`config.mk`:
```
export PLATFORM = sky130hd
export DESIGN_NAME = cup_dispense_controller_unit
export DESIGN_NICKNAME = d
export VERILOG_FILES = /design/src/cdc_pkg.sv /design/src/cdc_regs.sv /design/src/cdc_step.sv /design/src/cup_dispense_controller_unit.sv
export SDC_FILE = /design/constraint.sdc
export NUM_CORES = 1
export LEC_CHECK = 0
export BUFFER_PORTS_ARGS = -buffer_cell sky130_fd_sc_hd__buf_4
export CORE_ASPECT_RATIO = 1.5
export CORE_MARGIN = 3
export CORE_UTILIZATION = 60
export CTS_CLUSTER_SIZE = 10
export DETAILED_ROUTE_END_ITERATION = 10
export PLACE_DENSITY = 0.81
export SYNTH_ARGS = -nofsm -noshare
export SYNTH_HDL_FRONTEND = slang
export SYNTH_SLANG_ARGS = --single-unit
export TNS_END_PERCENT = 100
```
`constraint.sdc`:
```
create_clock -name clk -period 18.1 [get_ports clk]
set_clock_uncertainty 0.1 [all_clocks]
set_input_delay 2.715 -clock clk [delete_from_list [all_inputs] [get_ports clk]]
set_output_delay 2.715 -clock clk [all_outputs]
set_load 0.03 [all_outputs]
```
`src/cdc_pkg.sv`:
```
// ----------------------------------------------------------------------------
// cdc_pkg: shared types and constants of the cup dispense controller
// Holds register indexes, reset values, event codes and the config and
// result bundles passed between the controller modules.
// ----------------------------------------------------------------------------
package cdc_pkg;

	// register file geometry
	localparam int NumRegs   = 8;
	localparam int AddrWidth = 5;
	localparam int DataWidth = 32;

	// register indexes
	localparam logic [2:0] REG_SMALL_PRICE  = 3'd0;
	localparam logic [2:0] REG_LARGE_PRICE  = 3'd1;
	localparam logic [2:0] REG_SMALL_VOLUME = 3'd2;
	localparam logic [2:0] REG_LARGE_VOLUME = 3'd3;
	localparam logic [2:0] REG_CUP_MIN      = 3'd4;
	localparam logic [2:0] REG_CUP_MAX      = 3'd5;
	localparam logic [2:0] REG_TIMEOUT      = 3'd6;
	localparam logic [2:0] REG_START_DELAY  = 3'd7;

	// register reset values
	localparam logic [15:0] RstSmallPrice  = 16'd200;
	localparam logic [15:0] RstLargePrice  = 16'd300;
	localparam logic [9:0]  RstSmallVolume = 10'd100;
	localparam logic [9:0]  RstLargeVolume = 10'd180;
	localparam logic [14:0] RstCupMin      = 15'd48;
	localparam logic [14:0] RstCupMax      = 15'd320;
	localparam logic [23:0] RstTimeout     = 24'd90000;
	localparam logic [15:0] RstStartDelay  = 16'd2000;

	// shortest fill time before a lifted cup counts as an abort
	localparam logic [39:0] MinFillMs = 40'd1000;

	// phase codes as seen on the phase output
	localparam logic [1:0] PHASE_AWAIT_COIN = 2'd0;
	localparam logic [1:0] PHASE_DISPENSING = 2'd1;
	localparam logic [1:0] PHASE_AWAIT_CUP  = 2'd2;

	// controller state, one-hot
	typedef enum logic [2:0] {
		ST_AWAIT_COIN = 3'b001,
		ST_DISPENSING = 3'b010,
		ST_AWAIT_CUP  = 3'b100
	} state_t;

	// event codes
	typedef enum logic [2:0] {
		EV_NONE    = 3'd0,
		EV_STARTED = 3'd1,
		EV_FILLED  = 3'd2,
		EV_TIMEOUT = 3'd3,
		EV_EARLY   = 3'd4,
		EV_TAKEN   = 3'd5
	} event_t;

	// configuration bundle
	typedef struct packed {
		logic [15:0] small_price;
		logic [15:0] large_price;
		logic [9:0]  small_volume;
		logic [9:0]  large_volume;
		logic [14:0] cup_min;
		logic [14:0] cup_max;
		logic [23:0] timeout;
		logic [15:0] start_delay;
	} cfg_t;

	// one result item
	typedef struct packed {
		logic        pump_on;
		logic        clear_credit;
		logic        tare_scale;
		logic [1:0]  phase;
		event_t      event_res;
	} res_t;

endpackage

```
`src/cdc_regs.sv`:
```
// ----------------------------------------------------------------------------
// cdc_regs: configuration register file
// APB-style register bank holding prices, volumes, cup window and timing
// limits; zero wait states.
// ----------------------------------------------------------------------------
module cdc_regs (
	input  logic                          clk,
	input  logic                          arst_n,
	input  logic                          psel,
	input  logic                          penable,
	input  logic                          pwrite,
	input  logic [cdc_pkg::AddrWidth-1:0] paddr,
	input  logic [cdc_pkg::DataWidth-1:0] pwdata,
	output logic [cdc_pkg::DataWidth-1:0] prdata,
	output logic                          pready,
	output cdc_pkg::cfg_t                 cfg
);
	import cdc_pkg::*;

	cfg_t       cfg_q;
	logic       wr_en;
	logic [2:0] idx;

	assign pready = 1'b1;
	assign wr_en  = psel & penable & pwrite;
	assign idx    = paddr[4:2];
	assign cfg    = cfg_q;

	// register writes
	always_ff @(posedge clk or negedge arst_n) begin
		if (!arst_n) begin
			cfg_q.small_price  <= RstSmallPrice;
			cfg_q.large_price  <= RstLargePrice;
			cfg_q.small_volume <= RstSmallVolume;
			cfg_q.large_volume <= RstLargeVolume;
			cfg_q.cup_min      <= RstCupMin;
			cfg_q.cup_max      <= RstCupMax;
			cfg_q.timeout      <= RstTimeout;
			cfg_q.start_delay  <= RstStartDelay;
		end else if (wr_en) begin
			case (idx)
				REG_SMALL_PRICE:  cfg_q.small_price  <= pwdata[15:0];
				REG_LARGE_PRICE:  cfg_q.large_price  <= pwdata[15:0];
				REG_SMALL_VOLUME: cfg_q.small_volume <= pwdata[9:0];
				REG_LARGE_VOLUME: cfg_q.large_volume <= pwdata[9:0];
				REG_CUP_MIN:      cfg_q.cup_min      <= pwdata[14:0];
				REG_CUP_MAX:      cfg_q.cup_max      <= pwdata[14:0];
				REG_TIMEOUT:      cfg_q.timeout      <= pwdata[23:0];
				REG_START_DELAY:  cfg_q.start_delay  <= pwdata[15:0];
				default: ;
			endcase
		end
	end

	// read mux
	always_comb begin
		prdata = '0;
		case (idx)
			REG_SMALL_PRICE:  prdata = {16'd0, cfg_q.small_price};
			REG_LARGE_PRICE:  prdata = {16'd0, cfg_q.large_price};
			REG_SMALL_VOLUME: prdata = {22'd0, cfg_q.small_volume};
			REG_LARGE_VOLUME: prdata = {22'd0, cfg_q.large_volume};
			REG_CUP_MIN:      prdata = {17'd0, cfg_q.cup_min};
			REG_CUP_MAX:      prdata = {17'd0, cfg_q.cup_max};
			REG_TIMEOUT:      prdata = {8'd0, cfg_q.timeout};
			REG_START_DELAY:  prdata = {16'd0, cfg_q.start_delay};
			default:          prdata = '0;
		endcase
	end

endmodule

```
`src/cdc_step.sv`:
```
// ----------------------------------------------------------------------------
// cdc_step: dispense state machine
// Holds the controller state and computes one tick's result from the
// registered tick fields; state advances when the tick moves on.
// ----------------------------------------------------------------------------
module cdc_step #(
	parameter logic [39:0] MinFillTimeMs = cdc_pkg::MinFillMs
) (
	input  logic                clk,
	input  logic                arst_n,
	input  logic                advance,
	input  logic signed [15:0]  weight,
	input  logic [15:0]         credit_cents,
	input  logic [39:0]         now_ms,
	input  cdc_pkg::cfg_t       cfg,
	output cdc_pkg::res_t       res
);
	import cdc_pkg::*;

	state_t              state_q, state_d;
	logic                cup_seen_q, cup_seen_d;
	logic [39:0]         cup_since_q, cup_since_d;
	logic [39:0]         pump_start_q, pump_start_d;
	logic signed [15:0]  start_weight_q, start_weight_d;
	logic [9:0]          target_q, target_d;

	logic signed [16:0]  w_ext;
	logic                below;
	logic                placed;
	logic signed [17:0]  diff;
	logic [16:0]         diff_abs;
	logic [12:0]         vol_mag;
	logic                filled;
	logic [39:0]         pump_el;
	logic                timed_out;
	logic                min_fill_done;
	logic [39:0]         cup_since_eff;
	logic [39:0]         rest_el;
	logic                rested;
	logic                clr;
	event_t              ev;

	// cup window tests, signed weight against unsigned limits
	assign w_ext  = {weight[15], weight};
	assign below  = w_ext < $signed({2'b00, cfg.cup_min});
	assign placed = !below && (w_ext <= $signed({2'b00, cfg.cup_max}));

	// dispensed volume, truncated toward zero
	assign diff     = {{2{weight[15]}}, weight} - {{2{start_weight_q[15]}}, start_weight_q};
	assign diff_abs = diff[17] ? 17'(-diff) : diff[16:0];
	assign vol_mag  = diff_abs[16:4];
	assign filled   = diff[17] ? ((target_q == 10'd0) && (vol_mag == 13'd0))
	                           : (vol_mag >= {3'd0, target_q});

	// dispensing timers, modulo 2^40
	assign pump_el       = now_ms - pump_start_q;
	assign timed_out     = pump_el > {16'd0, cfg.timeout};
	assign min_fill_done = pump_el >= MinFillTimeMs;

	// cup rest timer, arrival time taken from this tick when newly seen
	assign cup_since_eff = (placed && !cup_seen_q) ? now_ms : cup_since_q;
	assign rest_el       = now_ms - cup_since_eff;
	assign rested        = rest_el >= {24'd0, cfg.start_delay};

	// next state
	always_comb begin
		state_d        = state_q;
		cup_seen_d     = cup_seen_q;
		cup_since_d    = cup_since_q;
		pump_start_d   = pump_start_q;
		start_weight_d = start_weight_q;
		target_d       = target_q;
		clr            = 1'b0;
		ev             = EV_NONE;
		case (state_q)
			ST_DISPENSING: begin
				if (filled || timed_out) begin
					state_d = ST_AWAIT_CUP;
					ev      = timed_out ? EV_TIMEOUT : EV_FILLED;
				end else if (below && min_fill_done) begin
					cup_seen_d = 1'b0;
					state_d    = ST_AWAIT_COIN;
					ev         = EV_EARLY;
				end
			end
			ST_AWAIT_CUP: begin
				if (below) begin
					clr        = 1'b1;
					cup_seen_d = 1'b0;
					state_d    = ST_AWAIT_COIN;
					ev         = EV_TAKEN;
				end
			end
			default: begin
				state_d     = ST_AWAIT_COIN;
				cup_seen_d  = placed;
				cup_since_d = cup_since_eff;
				if (placed && (credit_cents >= cfg.small_price) && rested) begin
					target_d       = (credit_cents >= cfg.large_price) ? cfg.large_volume
					                                                   : cfg.small_volume;
					start_weight_d = weight;
					pump_start_d   = now_ms;
					state_d        = ST_DISPENSING;
					ev             = EV_STARTED;
				end
			end
		endcase
	end

	// result of this tick
	always_comb begin
		res.pump_on      = (state_d == ST_DISPENSING);
		res.clear_credit = clr;
		res.tare_scale   = clr;
		res.event_res    = ev;
		case (state_d)
			ST_DISPENSING: res.phase = PHASE_DISPENSING;
			ST_AWAIT_CUP:  res.phase = PHASE_AWAIT_CUP;
			default:       res.phase = PHASE_AWAIT_COIN;
		endcase
	end

	// state registers
	always_ff @(posedge clk or negedge arst_n) begin
		if (!arst_n) begin
			state_q        <= ST_AWAIT_COIN;
			cup_seen_q     <= 1'b0;
			cup_since_q    <= '0;
			pump_start_q   <= '0;
			start_weight_q <= '0;
			target_q       <= '0;
		end else if (advance) begin
			state_q        <= state_d;
			cup_seen_q     <= cup_seen_d;
			cup_since_q    <= cup_since_d;
			pump_start_q   <= pump_start_d;
			start_weight_q <= start_weight_d;
			target_q       <= target_d;
		end
	end

	// a started tick always leaves the controller dispensing
	a_start_dispensing: assert property (@(posedge clk) disable iff (!arst_n)
		advance && (res.event_res == EV_STARTED) |=> state_q == ST_DISPENSING)
		else $error("start event did not enter dispensing");

	// cup seen is dropped whenever the controller leaves for await coin with an event
	a_cup_cleared: assert property (@(posedge clk) disable iff (!arst_n)
		advance && ((res.event_res == EV_EARLY) || (res.event_res == EV_TAKEN))
		|=> !cup_seen_q && (state_q == ST_AWAIT_COIN))
		else $error("cup seen not cleared on cup removal");

	// exactly one state bit is set
	a_state_onehot: assert property (@(posedge clk) disable iff (!arst_n)
		$onehot(state_q))
		else $error("controller state not one-hot");

endmodule

```
`src/cup_dispense_controller_unit.sv`:
```
// ----------------------------------------------------------------------------
// cup_dispense_controller_unit: tick driven drink dispense controller
// Each tick carries weight, credit and time; each tick yields one result
// with pump drive, credit clear and tare pulses, phase and event code.
// ----------------------------------------------------------------------------
// Usage:
//   Ticks enter on the in channel (in_valid/in_ready) with weight,
//   credit_cents and now_ms. Every tick gives exactly one result on the out
//   channel (out_valid/out_ready), in order.
//   Flow: a tick is registered at its input transfer, evaluated against the
//   controller state when the input register advances and shown on the
//   result register. Throughput: one tick per cycle while results are taken,
//   set by the single state update per tick.
//   When the receiver stalls, the result register holds and one more tick is
//   kept in the input register; in_ready drops once both are full.
//   Reset (arst_n low) returns the controller to await coin with no cup seen,
//   empties both registers and loads the register defaults.
//   Configuration is written over the APB port while no tick is in flight;
//   register i sits at byte address 4*i, pready is always high.
// ----------------------------------------------------------------------------
module cup_dispense_controller_unit #(
	parameter logic [39:0] MinFillTimeMs = cdc_pkg::MinFillMs
) (
	input  logic                          clk,
	input  logic                          arst_n,
	// tick input
	input  logic                          in_valid,
	output logic                          in_ready,
	input  logic signed [15:0]            weight,
	input  logic [15:0]                   credit_cents,
	input  logic [39:0]                   now_ms,
	// result output
	output logic                          out_valid,
	input  logic                          out_ready,
	output logic                          pump_on,
	output logic                          clear_credit,
	output logic                          tare_scale,
	output logic [1:0]                    phase,
	output logic [2:0]                    event_res,
	// configuration port
	input  logic                          psel,
	input  logic                          penable,
	input  logic                          pwrite,
	input  logic [cdc_pkg::AddrWidth-1:0] paddr,
	input  logic [cdc_pkg::DataWidth-1:0] pwdata,
	output logic [cdc_pkg::DataWidth-1:0] prdata,
	output logic                          pready
);
	import cdc_pkg::*;

	cfg_t               cfg;
	res_t               res;
	logic               valid_s1;
	logic signed [15:0] weight_s1;
	logic [15:0]        credit_s1;
	logic [39:0]        now_s1;
	logic               valid_s2;
	res_t               res_s2;
	logic               advance;
	logic               in_xfer;

	// pipeline flow control
	assign advance  = valid_s1 && (!valid_s2 || out_ready);
	assign in_ready = !valid_s1 || advance;
	assign in_xfer  = in_valid && in_ready;

	// configuration registers
	cdc_regs u_regs (
		.clk     (clk),
		.arst_n  (arst_n),
		.psel    (psel),
		.penable (penable),
		.pwrite  (pwrite),
		.paddr   (paddr),
		.pwdata  (pwdata),
		.prdata  (prdata),
		.pready  (pready),
		.cfg     (cfg)
	);

	// input stage valid
	always_ff @(posedge clk or negedge arst_n) begin
		if (!arst_n) begin
			valid_s1 <= 1'b0;
		end else if (in_xfer) begin
			valid_s1 <= 1'b1;
		end else if (advance) begin
			valid_s1 <= 1'b0;
		end
	end

	// input stage payload
	always_ff @(posedge clk) begin
		if (in_xfer) begin
			weight_s1 <= weight;
			credit_s1 <= credit_cents;
			now_s1    <= now_ms;
		end
	end

	// controller state and tick evaluation
	cdc_step #(
		.MinFillTimeMs (MinFillTimeMs)
	) u_step (
		.clk          (clk),
		.arst_n       (arst_n),
		.advance      (advance),
		.weight       (weight_s1),
		.credit_cents (credit_s1),
		.now_ms       (now_s1),
		.cfg          (cfg),
		.res          (res)
	);

	// result stage valid
	always_ff @(posedge clk or negedge arst_n) begin
		if (!arst_n) begin
			valid_s2 <= 1'b0;
		end else if (advance) begin
			valid_s2 <= 1'b1;
		end else if (out_ready) begin
			valid_s2 <= 1'b0;
		end
	end

	// result stage payload
	always_ff @(posedge clk) begin
		if (advance) begin
			res_s2 <= res;
		end
	end

	assign out_valid    = valid_s2;
	assign pump_on      = res_s2.pump_on;
	assign clear_credit = res_s2.clear_credit;
	assign tare_scale   = res_s2.tare_scale;
	assign phase        = res_s2.phase;
	assign event_res    = res_s2.event_res;

	// pulses appear only with the cup taken event
	a_pulse_event: assert property (@(posedge clk) disable iff (!arst_n)
		out_valid |-> (clear_credit == (event_res == EV_TAKEN)) && (tare_scale == clear_credit))
		else $error("credit clear or tare without cup taken event");

	// pump drive matches the dispensing phase
	a_pump_phase: assert property (@(posedge clk) disable iff (!arst_n)
		out_valid |-> pump_on == (phase == PHASE_DISPENSING))
		else $error("pump drive disagrees with phase");

	// a tick taken while the result stalls is held in the input stage
	a_hold_tick: assert property (@(posedge clk) disable iff (!arst_n)
		in_xfer && valid_s2 && !out_ready |=> valid_s1 && valid_s2)
		else $error("tick lost during output stall");

endmodule

```
# ---- After elaboration in Yosys (flattened, before gate mapping)
# Index checks and enable logic that the tools add are counted.
# W data, S select, Z words.
dict set report op_classes {
  add_sub_neg 4
  order_cmp 8
  n_eq_ne 14
  mux 26
  n_bitwise 3
  n_reduce_logical 32
}
# operator n
set ops {}
lappend ops {{$pmux W32 S8} 1}
lappend ops {{$sub A40 B40 Y40} 2}
lappend ops {{$ge A40 B10 Y1 const B} 1}
lappend ops {{$ge A40 B16 Y1} 1}
lappend ops {{$gt A40 B24 Y1} 1}
lappend ops {{$mux W40} 1}
lappend ops {{$ge A16 B16 Y1} 2}
lappend ops {{$eq A3 B3 Y1 const B} 6}
lappend ops {{$mux W3} 6}
lappend ops {{$reduce_and A2 Y1} 9}
lappend ops {{$mux W17} 1}
lappend ops {{$neg A17 Y17} 1}
lappend ops {{$sub A16 B16 Y17} 1}
lappend ops {{$le A16 B16 Y1} 1}
lappend ops {{$lt A16 B16 Y1} 1}
lappend ops {{$ge A13 B10 Y1} 1}
lappend ops {{$logic_not A13 Y1} 1}
lappend ops {{$eq A3 B2 Y1 const B} 4}
lappend ops {{$pmux W3 S2} 2}
lappend ops {{$mux W1} 11}
lappend ops {{$logic_not A10 Y1} 1}
lappend ops {{$mux W10} 1}
lappend ops {{$logic_and A1 B1 Y1} 8}
lappend ops {{$logic_not A1 Y1} 4}
lappend ops {{14 further kinds} 19}
dict set report totals {
  register_bits 313
  inputBits 116
  out_inout_bits 43
  word_cells 110
}

# ---- Logic depth before layout (Yosys ltp)
# Gate-level depths: netlist of run 1.
dict set report logic_depth {
  depth_word 12
  ltp_mapped 38
  mapped_depth_nobuf 32
}

# ---- Modules after synthesis
# A second synthesis of run 1 with hierarchy kept.
dict set report unflattened {
  hier_cells 2170
  area_unflattened_um2 21949.8
}
# module instances cells_each area_each_um2 seq_area_each_um2
set modules_own_cells {}
lappend modules_own_cells {cdc_step 1 1662 13774.5 2753.9}
lappend modules_own_cells {cdc_regs 1 420 5669.2 3094.2}
lappend modules_own_cells {cup_dispense_controller_unit 1 88 2506.2 2452.4}

# ---- Least setup slack after synthesis of run 1
# Ideal clock, no wire load.
dict set report synth_timing {
  path_kind {register -> register}
  start {reg u_regs.cfg_q, in the netlist u_regs.cfg[46]}
  end {reg u_step.start_weight_q[10]}
  t_arrival_ns 7.718
  setup_slack_ns 10.157
  stages_incl_launch_ff 36
  path_buffers 5
  period_less_slack_ns 7.943
  path_cell_list {dfstp_2 inv_1 ha_1 nand2_1 nor4_2 nor3b_2 a21oi_1 nor4_1 buf_2 clkbuf_1 clkbuf_1 mux2i_1 ha_1 a21oi_1 nand2_1 maj3_1 a21o_1 o21ai_0 o21ai_0 a21o_1 a21oi_1 xnor2_1 ha_1 a21oi_1 o22ai_1 o211ai_1 nand2_1 a2111oi_0 nand3_1 nor4_1 o2111ai_1 nor4_1 nor3b_2 buf_6 buf_6 mux2_4}
}
dict set report synth_between {
  elab_chain_cells 8
}
# item line_no
set synth_rtl {}
lappend synth_rtl {{start, declared} cdc_regs.sv:20} ;# cfg_t cfg_q;
lappend synth_rtl {{$le A16 B16 Y1 (*)} cdc_step.sv:46} ;# assign placed = !below && (w_ext <= $signed({2'b00, cfg.cup_max}));
lappend synth_rtl {{$logic_and A1 B1 Y1 (*)} cdc_step.sv:46}
lappend synth_rtl {{$logic_and A1 B1 Y1} cdc_step.sv:61} ;# assign cup_since_eff = (placed && !cup_seen_q) ? now_ms : cup_since_q;
lappend synth_rtl {{$mux W40} cdc_step.sv:61}
lappend synth_rtl {{$sub A40 B40 Y40} cdc_step.sv:62} ;# assign rest_el = now_ms - cup_since_eff;
lappend synth_rtl {{$ge A40 B16 Y1} cdc_step.sv:63} ;# assign rested = rest_el >= {24'd0, cfg.start_delay};
lappend synth_rtl {{$logic_and A1 B1 Y1 (*)} cdc_step.sv:98} ;# if (placed && (credit_cents >= cfg.small_price) && rested) begin
lappend synth_rtl {{$reduce_and A3 Y1 (no source line) (*)} n/a}
lappend synth_rtl {{end signal, assigned} cdc_step.sv:137} ;# start_weight_q <= start_weight_d;
lappend synth_rtl {{end, declared} cdc_step.sv:24} ;# logic signed [15:0] start_weight_q, start_weight_d;
# Every way passes the cells marked *; elsewhere a longest branch is shown, timed or not.
# A chain may end at the register's enable or synchronous reset.

# ---- Worst setup path after layout of run 1
dict set report layout_timing {
  start {reg weight_s1[14]}
  end {reg u_step.start_weight_q[4]}
}
dict set report layout_between {
  elab_chain_cells 9
}
# item line_no
set layout_rtl {}
lappend layout_rtl {{start, declared} cup_dispense_controller_unit.sv:54} ;# logic signed [15:0] weight_s1;
lappend layout_rtl {{start signal, assigned} cup_dispense_controller_unit.sv:95} ;# weight_s1 <= weight;
lappend layout_rtl {{$lt A16 B16 Y1} cdc_step.sv:45} ;# assign below = w_ext < $signed({2'b00, cfg.cup_min});
lappend layout_rtl {{$logic_not A1 Y1} cdc_step.sv:46}
lappend layout_rtl {{$logic_and A1 B1 Y1 (*)} cdc_step.sv:46}
lappend layout_rtl {{$logic_and A1 B1 Y1} cdc_step.sv:61}
lappend layout_rtl {{$mux W40} cdc_step.sv:61}
lappend layout_rtl {{$sub A40 B40 Y40} cdc_step.sv:62}
lappend layout_rtl {{$ge A40 B16 Y1} cdc_step.sv:63}
lappend layout_rtl {{$logic_and A1 B1 Y1 (*)} cdc_step.sv:98}
lappend layout_rtl {{$reduce_and A3 Y1 (no source line) (*)} n/a}
# Marks and branches as above.

==> results of run 1 <==
[path summary, 6_finish.rpt]
path / to / slack, ns / depth (start not counted)
max: u_step.start_weight_q[4] / 9.00 / 31
min: u_step.cup_since_q[1] / 0.38 / 2
max reg2reg: u_step.start_weight_q[4] / 9.00 / 31
min reg2reg: u_step.cup_since_q[1] / 0.38 / 2
max in group asynchronous: u_step.pump_start_q[39] / 13.51 / 3
min in group asynchronous: u_regs.cfg[111] / 2.13 / 1
[worst max-delay path: cells and delay by family (launching register included)]
kind                     cells  cell delay [ns]
buffers and inverters        2             0.76
XOR/XNOR                     1             0.14
multiplexers                 2             0.73
flip-flops                   1             0.51
AO/OA/AOI/OAI               12             2.75
adder cells (fa/ha/maj)      4             1.37
AND/OR/NAND/NOR             10             2.49
[per-stage QoR]
| step | instances | setup WS [ns] |
|---|---|---|
| after floorplan | 2462 | 10.16 |
| after global placement | 2992 | 9.35 |
| after detailed placement | 2992 | 9.15 |
| after CTS | 3060 | 9.10 |
| after global routing | 3060 | 8.34 |
| final | 3060 | 9.00 |
[Yosys cell counts (8+ instances only)]
cell / count
nor2b_1: 23
mux2i_1: 80
a21o_1: 59
inv_1: 224
xor2_1: 27
nor4_1: 15
nor3_1: 42
mux2_4: 15
a21boi_0: 8
o211ai_1: 18
nor2_1: 143
xnor2_1: 28
and2_1: 12
nand4_1: 42
nand2_1: 254
o31ai_1: 8
or2_2: 15
clkbuf_1: 75
mux2_2: 68
dfstp_2: 34
o22ai_1: 19
and3_1: 11
edfxtp_1: 78
nor3b_1: 9
o2111ai_1: 8
dfrtp_1: 200
a211oi_1: 22
a2111oi_0: 8
or3_1: 23
nand2b_1: 39
buf_4: 12
a21oi_1: 140
ha_1: 199
o21bai_1: 15
o21ai_0: 251
nand3_1: 38
a221oi_1: 14
nand3b_1: 10
o21a_1: 27
a31oi_1: 16
[flip-flops by register name, summed over array words and instances, names as in the netlist]
| signal | count |
|---|---|
| now_s1 | 40 |
| pump_on | 1 |
| phase | 1 |
| u_step.pump_start_q | 40 |
| u_step.cup_since_q | 40 |
| u_regs.cfg | 122 |
| u_step.target_q | 10 |
| out_valid | 1 |
| tare_scale | 1 |
| u_step.state_q | 3 |
| u_step.cup_seen_q | 1 |
| credit_s1 | 16 |
| valid_s1 | 1 |
| u_step.start_weight_q | 16 |
| event_res | 3 |
| weight_s1 | 16 |
[per-layer routing]
| layer | share of wire | up-vias |
|---|---|---|
| met1 | 0.35 | 9337 |
| met3 | 0.058 | 271 |
| met5 | 0 | - |
| met2 | 0.51 | 798 |
| met4 | 0.082 | 0 |
| li1 | - | 9024 |
[power by group]
group          internal, uW  total, uW  switching, uW
Combinational           678       1710           1030
Sequential              894       1000            110
Clock                   414        706            293
Total                  1990       3420           1440
[cells by family after synthesis]
| logic type | Yosys count | share of synthesized area |
|---|---|---|
| xor gates and xnor gates | 55 | 0.0217 |
| buffers and inverters | 327 | 0.0586 |
| muxes | 175 | 0.0889 |
| other | 2 | 0.000338 |
| AOI/OAI and AO/OA | 677 | 0.189 |
| DFF | 312 | 0.371 |
| adders and majority gates | 206 | 0.117 |
| and+or+nand+nor | 701 | 0.153 |
[area by class of cell]
cell class / instances / share of cell area
Clock buffer: 67 / 0.0450
Sequential cell: 312 / 0.333
Clock inverter: 1 / 0.000354
Multi-Input combinational cell: 1823 / 0.516
Inverter: 225 / 0.0342
Timing Repair Buffer: 154 / 0.0471
Tap cell: 478 / 0.0242
==> metrics.md, run 1 <==
| Metric | Value |
|---|---|
| Tot GR Track Use | `0.323` |
| Vias per cell | `6.35` |
| Synth area leaders | `dfrtp_1, ha_1, edfxtp_1` |
| Critical R2R Launch | `weight_s1[14]` |
| Critical-path top delay cell | `nor4_1` |
| Tmin final | `9.10 ns` |
| Hold WC Path Type | `reg2reg` |
| Relative slew slack | `0.208` |
| Largest net degree at the start of global routing | `105` |
| CTS hold repair buffers | `0` |
| Top_reg_cell synth | `dfrtp_1` |
| Max-Cap Viols | `0` |
| Unrepaired setup endpoints after global routing | `false` |
| Async S/R FF share, synth | `0.750` |
| Max Fanout on Critical Path | `67` |
| CTS tree | `built` |
| Worst slew pin tran | `1.18 ns` |
| Multi-input logic area | `0.0127 mm2` |
| Synth cell types | `83` |
| Leakage | `0.0110 uW` |
| Overall power | `3420 uW` |
| Peak VDD IR | `97.4 uV` |
| FILL cells | `2820` |
| Met2 usage | `0.583` |
| Commonest non-fill, non-tap cell in the layout | `nand2_1` |
| Critical path origin | `weight_s1[14]` |
| Synth-to-layout area growth | `11.3%` |
| Root buf cell | `clkbuf_16` |
| Inserted Clock Buffers | `37` |
| Syn Inst Count | `2455` |
| DP HPWL | `49300 um` |
| Detailed Route WL | `64800 um` |
| Core Util, Final | `0.681` |
| HP Start | `u_step.cup_since_q[1]` |
| GRT busiest layer | `met2` |
| GP Congestion | `0.976` |
| Grt met3 use | `0.0380` |
| # diodes | `0` |
| Detailed Route Iter0 Violations | `1365` |
| I/O pin cnt | `159` |
| Detailed Routing Iterations Pass 1 | `5` |
| M1 GR Usage | `0.348` |
| Initial core utilization | `0.612` |
| Synth top area share | `0.225` |
| Seq cells post-synth | `312` |
| Worst-path clk slew | `0.05 ns` |
| Critical Path Max Stage Delay | `0.60 ns` |
| Std cell rows | `85` |
| Mean post-synth cell area | `9.05 um2` |
| Status | `complete, no violations` |
| Vias in the first global route | `19.3k` |
| Routed WL per cell | `21.2 um` |
| Post-synth top area cell | `dfrtp_1` |
| Startpoint Class | `register` |
| CP required | `18.41 ns` |
| Synth warnings | `0` |
| Final Hold Viols | `0` |
| Final Setup Violations | `0` |
| EDFF count, synth | `78` |
| Worst setup EP type | `register` |
| Die width | `163 um` |
| Die area | `0.0394 mm2` |
| Post-CTS Resized | `0` |
| Most frequent cells in the layout | `nand2_1, o21ai_0, inv_1` |
| Total number of vias | `19.4k` |
| H-Tree Depth | `2` |
| Nets | `2871` |
| DRC Markers | `0` |
| Post-Syn Area | `0.0222 mm2` |
| Cell mode on critical path | `a21oi_1` |
| Core Area | `0.0363 mm2` |
| Clock sinks | `312` |
| Setup TNS | `0 ns` |
| DIE HEIGHT | `242 um` |
| Routed Antenna Nets | `0` |
| Critical path class | `reg2reg` |
| Hold WS | `0.377 ns` |
| First-pass GRT wire length | `102000 um` |
| Sequential cell area | `0.00824 mm2` |
| Final Cycle Share | `0.503` |
| Max-slew violation count | `0` |
| Register area share after synthesis | `0.371` |
| Fmax | `110 MHz` |
| Design area | `0.0247 mm2` |
| GRT overflow | `0` |
| Power per cell area | `138 mW/mm2` |
| Worst skew pair latency | `0.54 ns` |
| Post-CTS Setup Bufs | `0` |
| Deepest clock path buffer count | `3` |
| DP Area | `0.0236 mm2` |
| # port buffers | `139` |
| Share of cells above drive strength 1 | `0.138` |
| Worst Path Arrival | `9.41 ns` |
| Antenna violations before repair | `0` |
Note: power is estimated with default switching activity, not from simulation.
==> run 2, diff against run 1 <==
==> constraint.sdc (replaced) <==
create_clock -name clk -period 9 [get_ports clk]
set_clock_uncertainty 0.1 [all_clocks]
set_input_delay 1.35 -clock clk [delete_from_list [all_inputs] [get_ports clk]]
set_output_delay 1.35 -clock clk [all_outputs]
set_load 0.03 [all_outputs]
==> metrics.md, run 2 (synthesized netlist as in run 1, its figures left out) <==
| Metric | Value |
|---|---|
| Critical R2R Launch | `weight_s1[5] (was weight_s1[14])` |
| Cell family with most CP delay | `compound AO/OA/AOI/OAI gates (unchanged)` |
| Detailed Route WL | `65400 um (was 64800 um)` |
| Largest net degree at the start of global routing | `123 (was 105)` |
| Multi-input logic area | `0.0127 mm2 (unchanged)` |
| Final Setup Violations | `0 (unchanged)` |
| Gate power share | `0.503 (was 0.500)` |
| Max reg flops | `122 (unchanged)` |
| DRC Markers | `0 (unchanged)` |
| Unrepaired setup endpoints after global routing | `false (unchanged)` |
| Worst Path Arrival | `8.85 ns (was 9.41 ns)` |
| Root buf cell | `clkbuf_16 (unchanged)` |
| # diodes | `0 (unchanged)` |
| Max Fanout on Critical Path | `67 (unchanged)` |
| Critical-path top delay cell | `or4_1 (was nor4_1)` |
| Synth-to-layout area growth | `11.3% (unchanged)` |
| Leakage | `0.0110 uW (about the same)` |
| Final Cycle Share | `0.948 (was 0.503)` |
| Deepest clock path buffer count | `3 (unchanged)` |
| Grt met3 use | `0.0383 (was 0.0380)` |
| Critical Path Max Stage Delay | `0.72 ns (was 0.60 ns)` |
| Most frequent cells in the layout | `nand2_1, o21ai_0, inv_1 (unchanged)` |
| Inserted Clock Buffers | `37 (unchanged)` |
| Initial core utilization | `0.612 (unchanged)` |
| Worst-path clk slew | `0.06 ns (was 0.05 ns)` |
| Hold WS | `0.379 ns (was 0.377 ns)` |
| GRT overflow | `0 (unchanged)` |
| GP Congestion | `0.970 (was 0.976)` |
| Sw Ratio | `0.423 (was 0.420)` |
| Worst setup EP type | `register (unchanged)` |
| Post-CTS Setup Bufs | `0 (unchanged)` |
| WHS Path Cells | `2 (unchanged)` |
| Vias in the first global route | `19.6k (was 19.3k)` |
| Core Area | `0.0363 mm2 (unchanged)` |
| First-pass GRT wire length | `102000 um (about the same)` |
| Antenna violations before repair | `0 (unchanged)` |
| Max-Cap Viols | `0 (unchanged)` |
| Commonest non-fill, non-tap cell in the layout | `nand2_1 (unchanged)` |
| DP HPWL | `50100 um (was 49300 um)` |
| Tmin final | `8.53 ns (was 9.10 ns)` |
| HP Start | `u_step.cup_since_q[20] (was u_step.cup_since_q[1])` |
| Status | `complete, no violations (unchanged)` |
| Sequential cell area | `0.00824 mm2 (unchanged)` |
| Final Hold Viols | `0 (unchanged)` |
| Detailed Routing Iterations Pass 1 | `7 (was 5)` |
| Int Power | `3950 uW (was 1990 uW)` |
| Relative slew slack | `0.230 (was 0.208)` |
| Critical path class | `reg2reg (unchanged)` |
| Worst skew pair latency | `0.55 ns (was 0.54 ns)` |
| Peak VDD IR | `205 uV (was 97.4 uV)` |
| FILL cells | `2790 (was 2820)` |
| Clock network fraction of total power | `0.202 (was 0.206)` |
| Met2 usage | `0.584 (was 0.583)` |
| Clock sinks | `312 (unchanged)` |
| R2r setup slk | `0.47 ns (was 9.00 ns)` |
| I/O pin cnt | `159 (unchanged)` |
| CTS tree | `built (unchanged)` |
| Die width | `163 um (unchanged)` |
| Max-slew violation count | `0 (unchanged)` |
| Worst slew pin tran | `1.15 ns (was 1.18 ns)` |
| RR Endpoint | `u_step.start_weight_q[11] (was u_step.start_weight_q[4])` |
| DIE HEIGHT | `242 um (unchanged)` |
| Overall power | `6850 uW (was 3420 uW)` |
| GRT busiest layer | `met2 (unchanged)` |
| Routed WL per cell | `21.4 um (was 21.2 um)` |
| Detailed Route Iter0 Violations | `1391 (was 1365)` |
| Nets | `2874 (was 2871)` |
| # port buffers | `139 (unchanged)` |
| H-Tree Depth | `2 (unchanged)` |
| CP Buf/Inv Count | `2 (unchanged)` |
| Fmax | `117 MHz (was 110 MHz)` |
| Die area | `0.0394 mm2 (unchanged)` |
| Hold WC Path Type | `reg2reg (unchanged)` |
| M1 GR Usage | `0.352 (was 0.348)` |
| Worst reg-to-reg path cell count | `31 (unchanged)` |
| Routed Antenna Nets | `0 (unchanged)` |
| Hold path endpoint | `u_step.cup_since_q[20] (was u_step.cup_since_q[1])` |
| Part of the power in registers | `0.295 (was 0.293)` |
| Power per cell area | `277 mW/mm2 (was 138 mW/mm2)` |
| Std cell rows | `85 (unchanged)` |
| Startpoint Class | `register (unchanged)` |
| Tot GR Track Use | `0.327 (was 0.323)` |
| CTS hold repair buffers | `0 (unchanged)` |
| CP required | `9.31 ns (was 18.41 ns)` |
| Vias per cell | `6.28 (was 6.35)` |
| Total number of vias | `19.2k (was 19.4k)` |
| Share of cells above drive strength 1 | `0.139 (was 0.138)` |
| Switching pwr | `2900 uW (was 1440 uW)` |
| Setup TNS | `0 ns (unchanged)` |
==> run 2: worst max path at each step <==
stage                         startpoint                   endpoint  slack (ns)  depth (start not counted)
after CTS                  weight_s1[14]    u_step.pump_start_q[39]        0.52                         31
after global routing      u_regs.cfg[46]  u_step.start_weight_q[10]        0.02                         32
final                       weight_s1[5]  u_step.start_weight_q[11]        0.47                         31
after floorplan           u_regs.cfg[46]  u_step.start_weight_q[10]        1.06                         35
after global placement      weight_s1[7]    u_step.pump_start_q[39]        0.80                         31
after detailed placement   weight_s1[14]   u_step.start_weight_q[2]        0.63                         31
==> run 2: worst reg2reg max path: cells and delay by family, from the launching register on <==
kind	cells	cell delay, ns
adders and majority gates	4	1.28
AOI/OAI and AO/OA	14	3.16
buffers and inverters	2	0.41
muxes	1	0.51
DFF	1	0.50
xor gates and xnor gates	1	0.15
and+or+nand+nor	9	2.30
==> run 2: cell type report <==
class	instances	share of cell area
well taps	478	0.0242
repair buffers	157	0.0485
clock inverters	4	0.00187
multi-input cells	1823	0.516
clock buffers	62	0.0421
flip-flops and latches	312	0.333
inverters	225	0.0342
==> run 2: layer usage <==
metal  vias to the layer above  routed length [um]
met4                         0                5470
met3                       280                3060
li1                       9021                   -
met2                       745               33400
met1                      9162               23500
met5                         -                   0
==> run 2: power by group through the flow <==
stage	Sequential, uW	Combinational (uW)	Clock, uW
3_3_place_gp	2020	3260	0
4_1_cts	2010	3400	1400
2_1_floorplan	1950	2480	0
5_1_grt	2050	3820	1460
3_5_place_dp	2040	3370	0
6_report	2020	3450	1380
==> run 2: stage by stage <==
step                      cell area (um2)  setup WS [ns]  utilization  std cells
after CTS                           24700          0.523        0.681       3061
after global routing                24700         0.0157        0.681       3061
final                               24700          0.468        0.681       3061
after global placement              23600          0.796        0.651       2995
after floorplan                     22200           1.06            -       2462
after detailed placement            23600          0.626        0.651       2995
==> run 2: timing repair <==
| action | in CTS | in global routing |
|---|---|---|
| endpoints found under the hold margin | 0 | 0 |
| gates resized for setup | 0 | 1 |
| setup endpoints to repair | 0 | 58 |
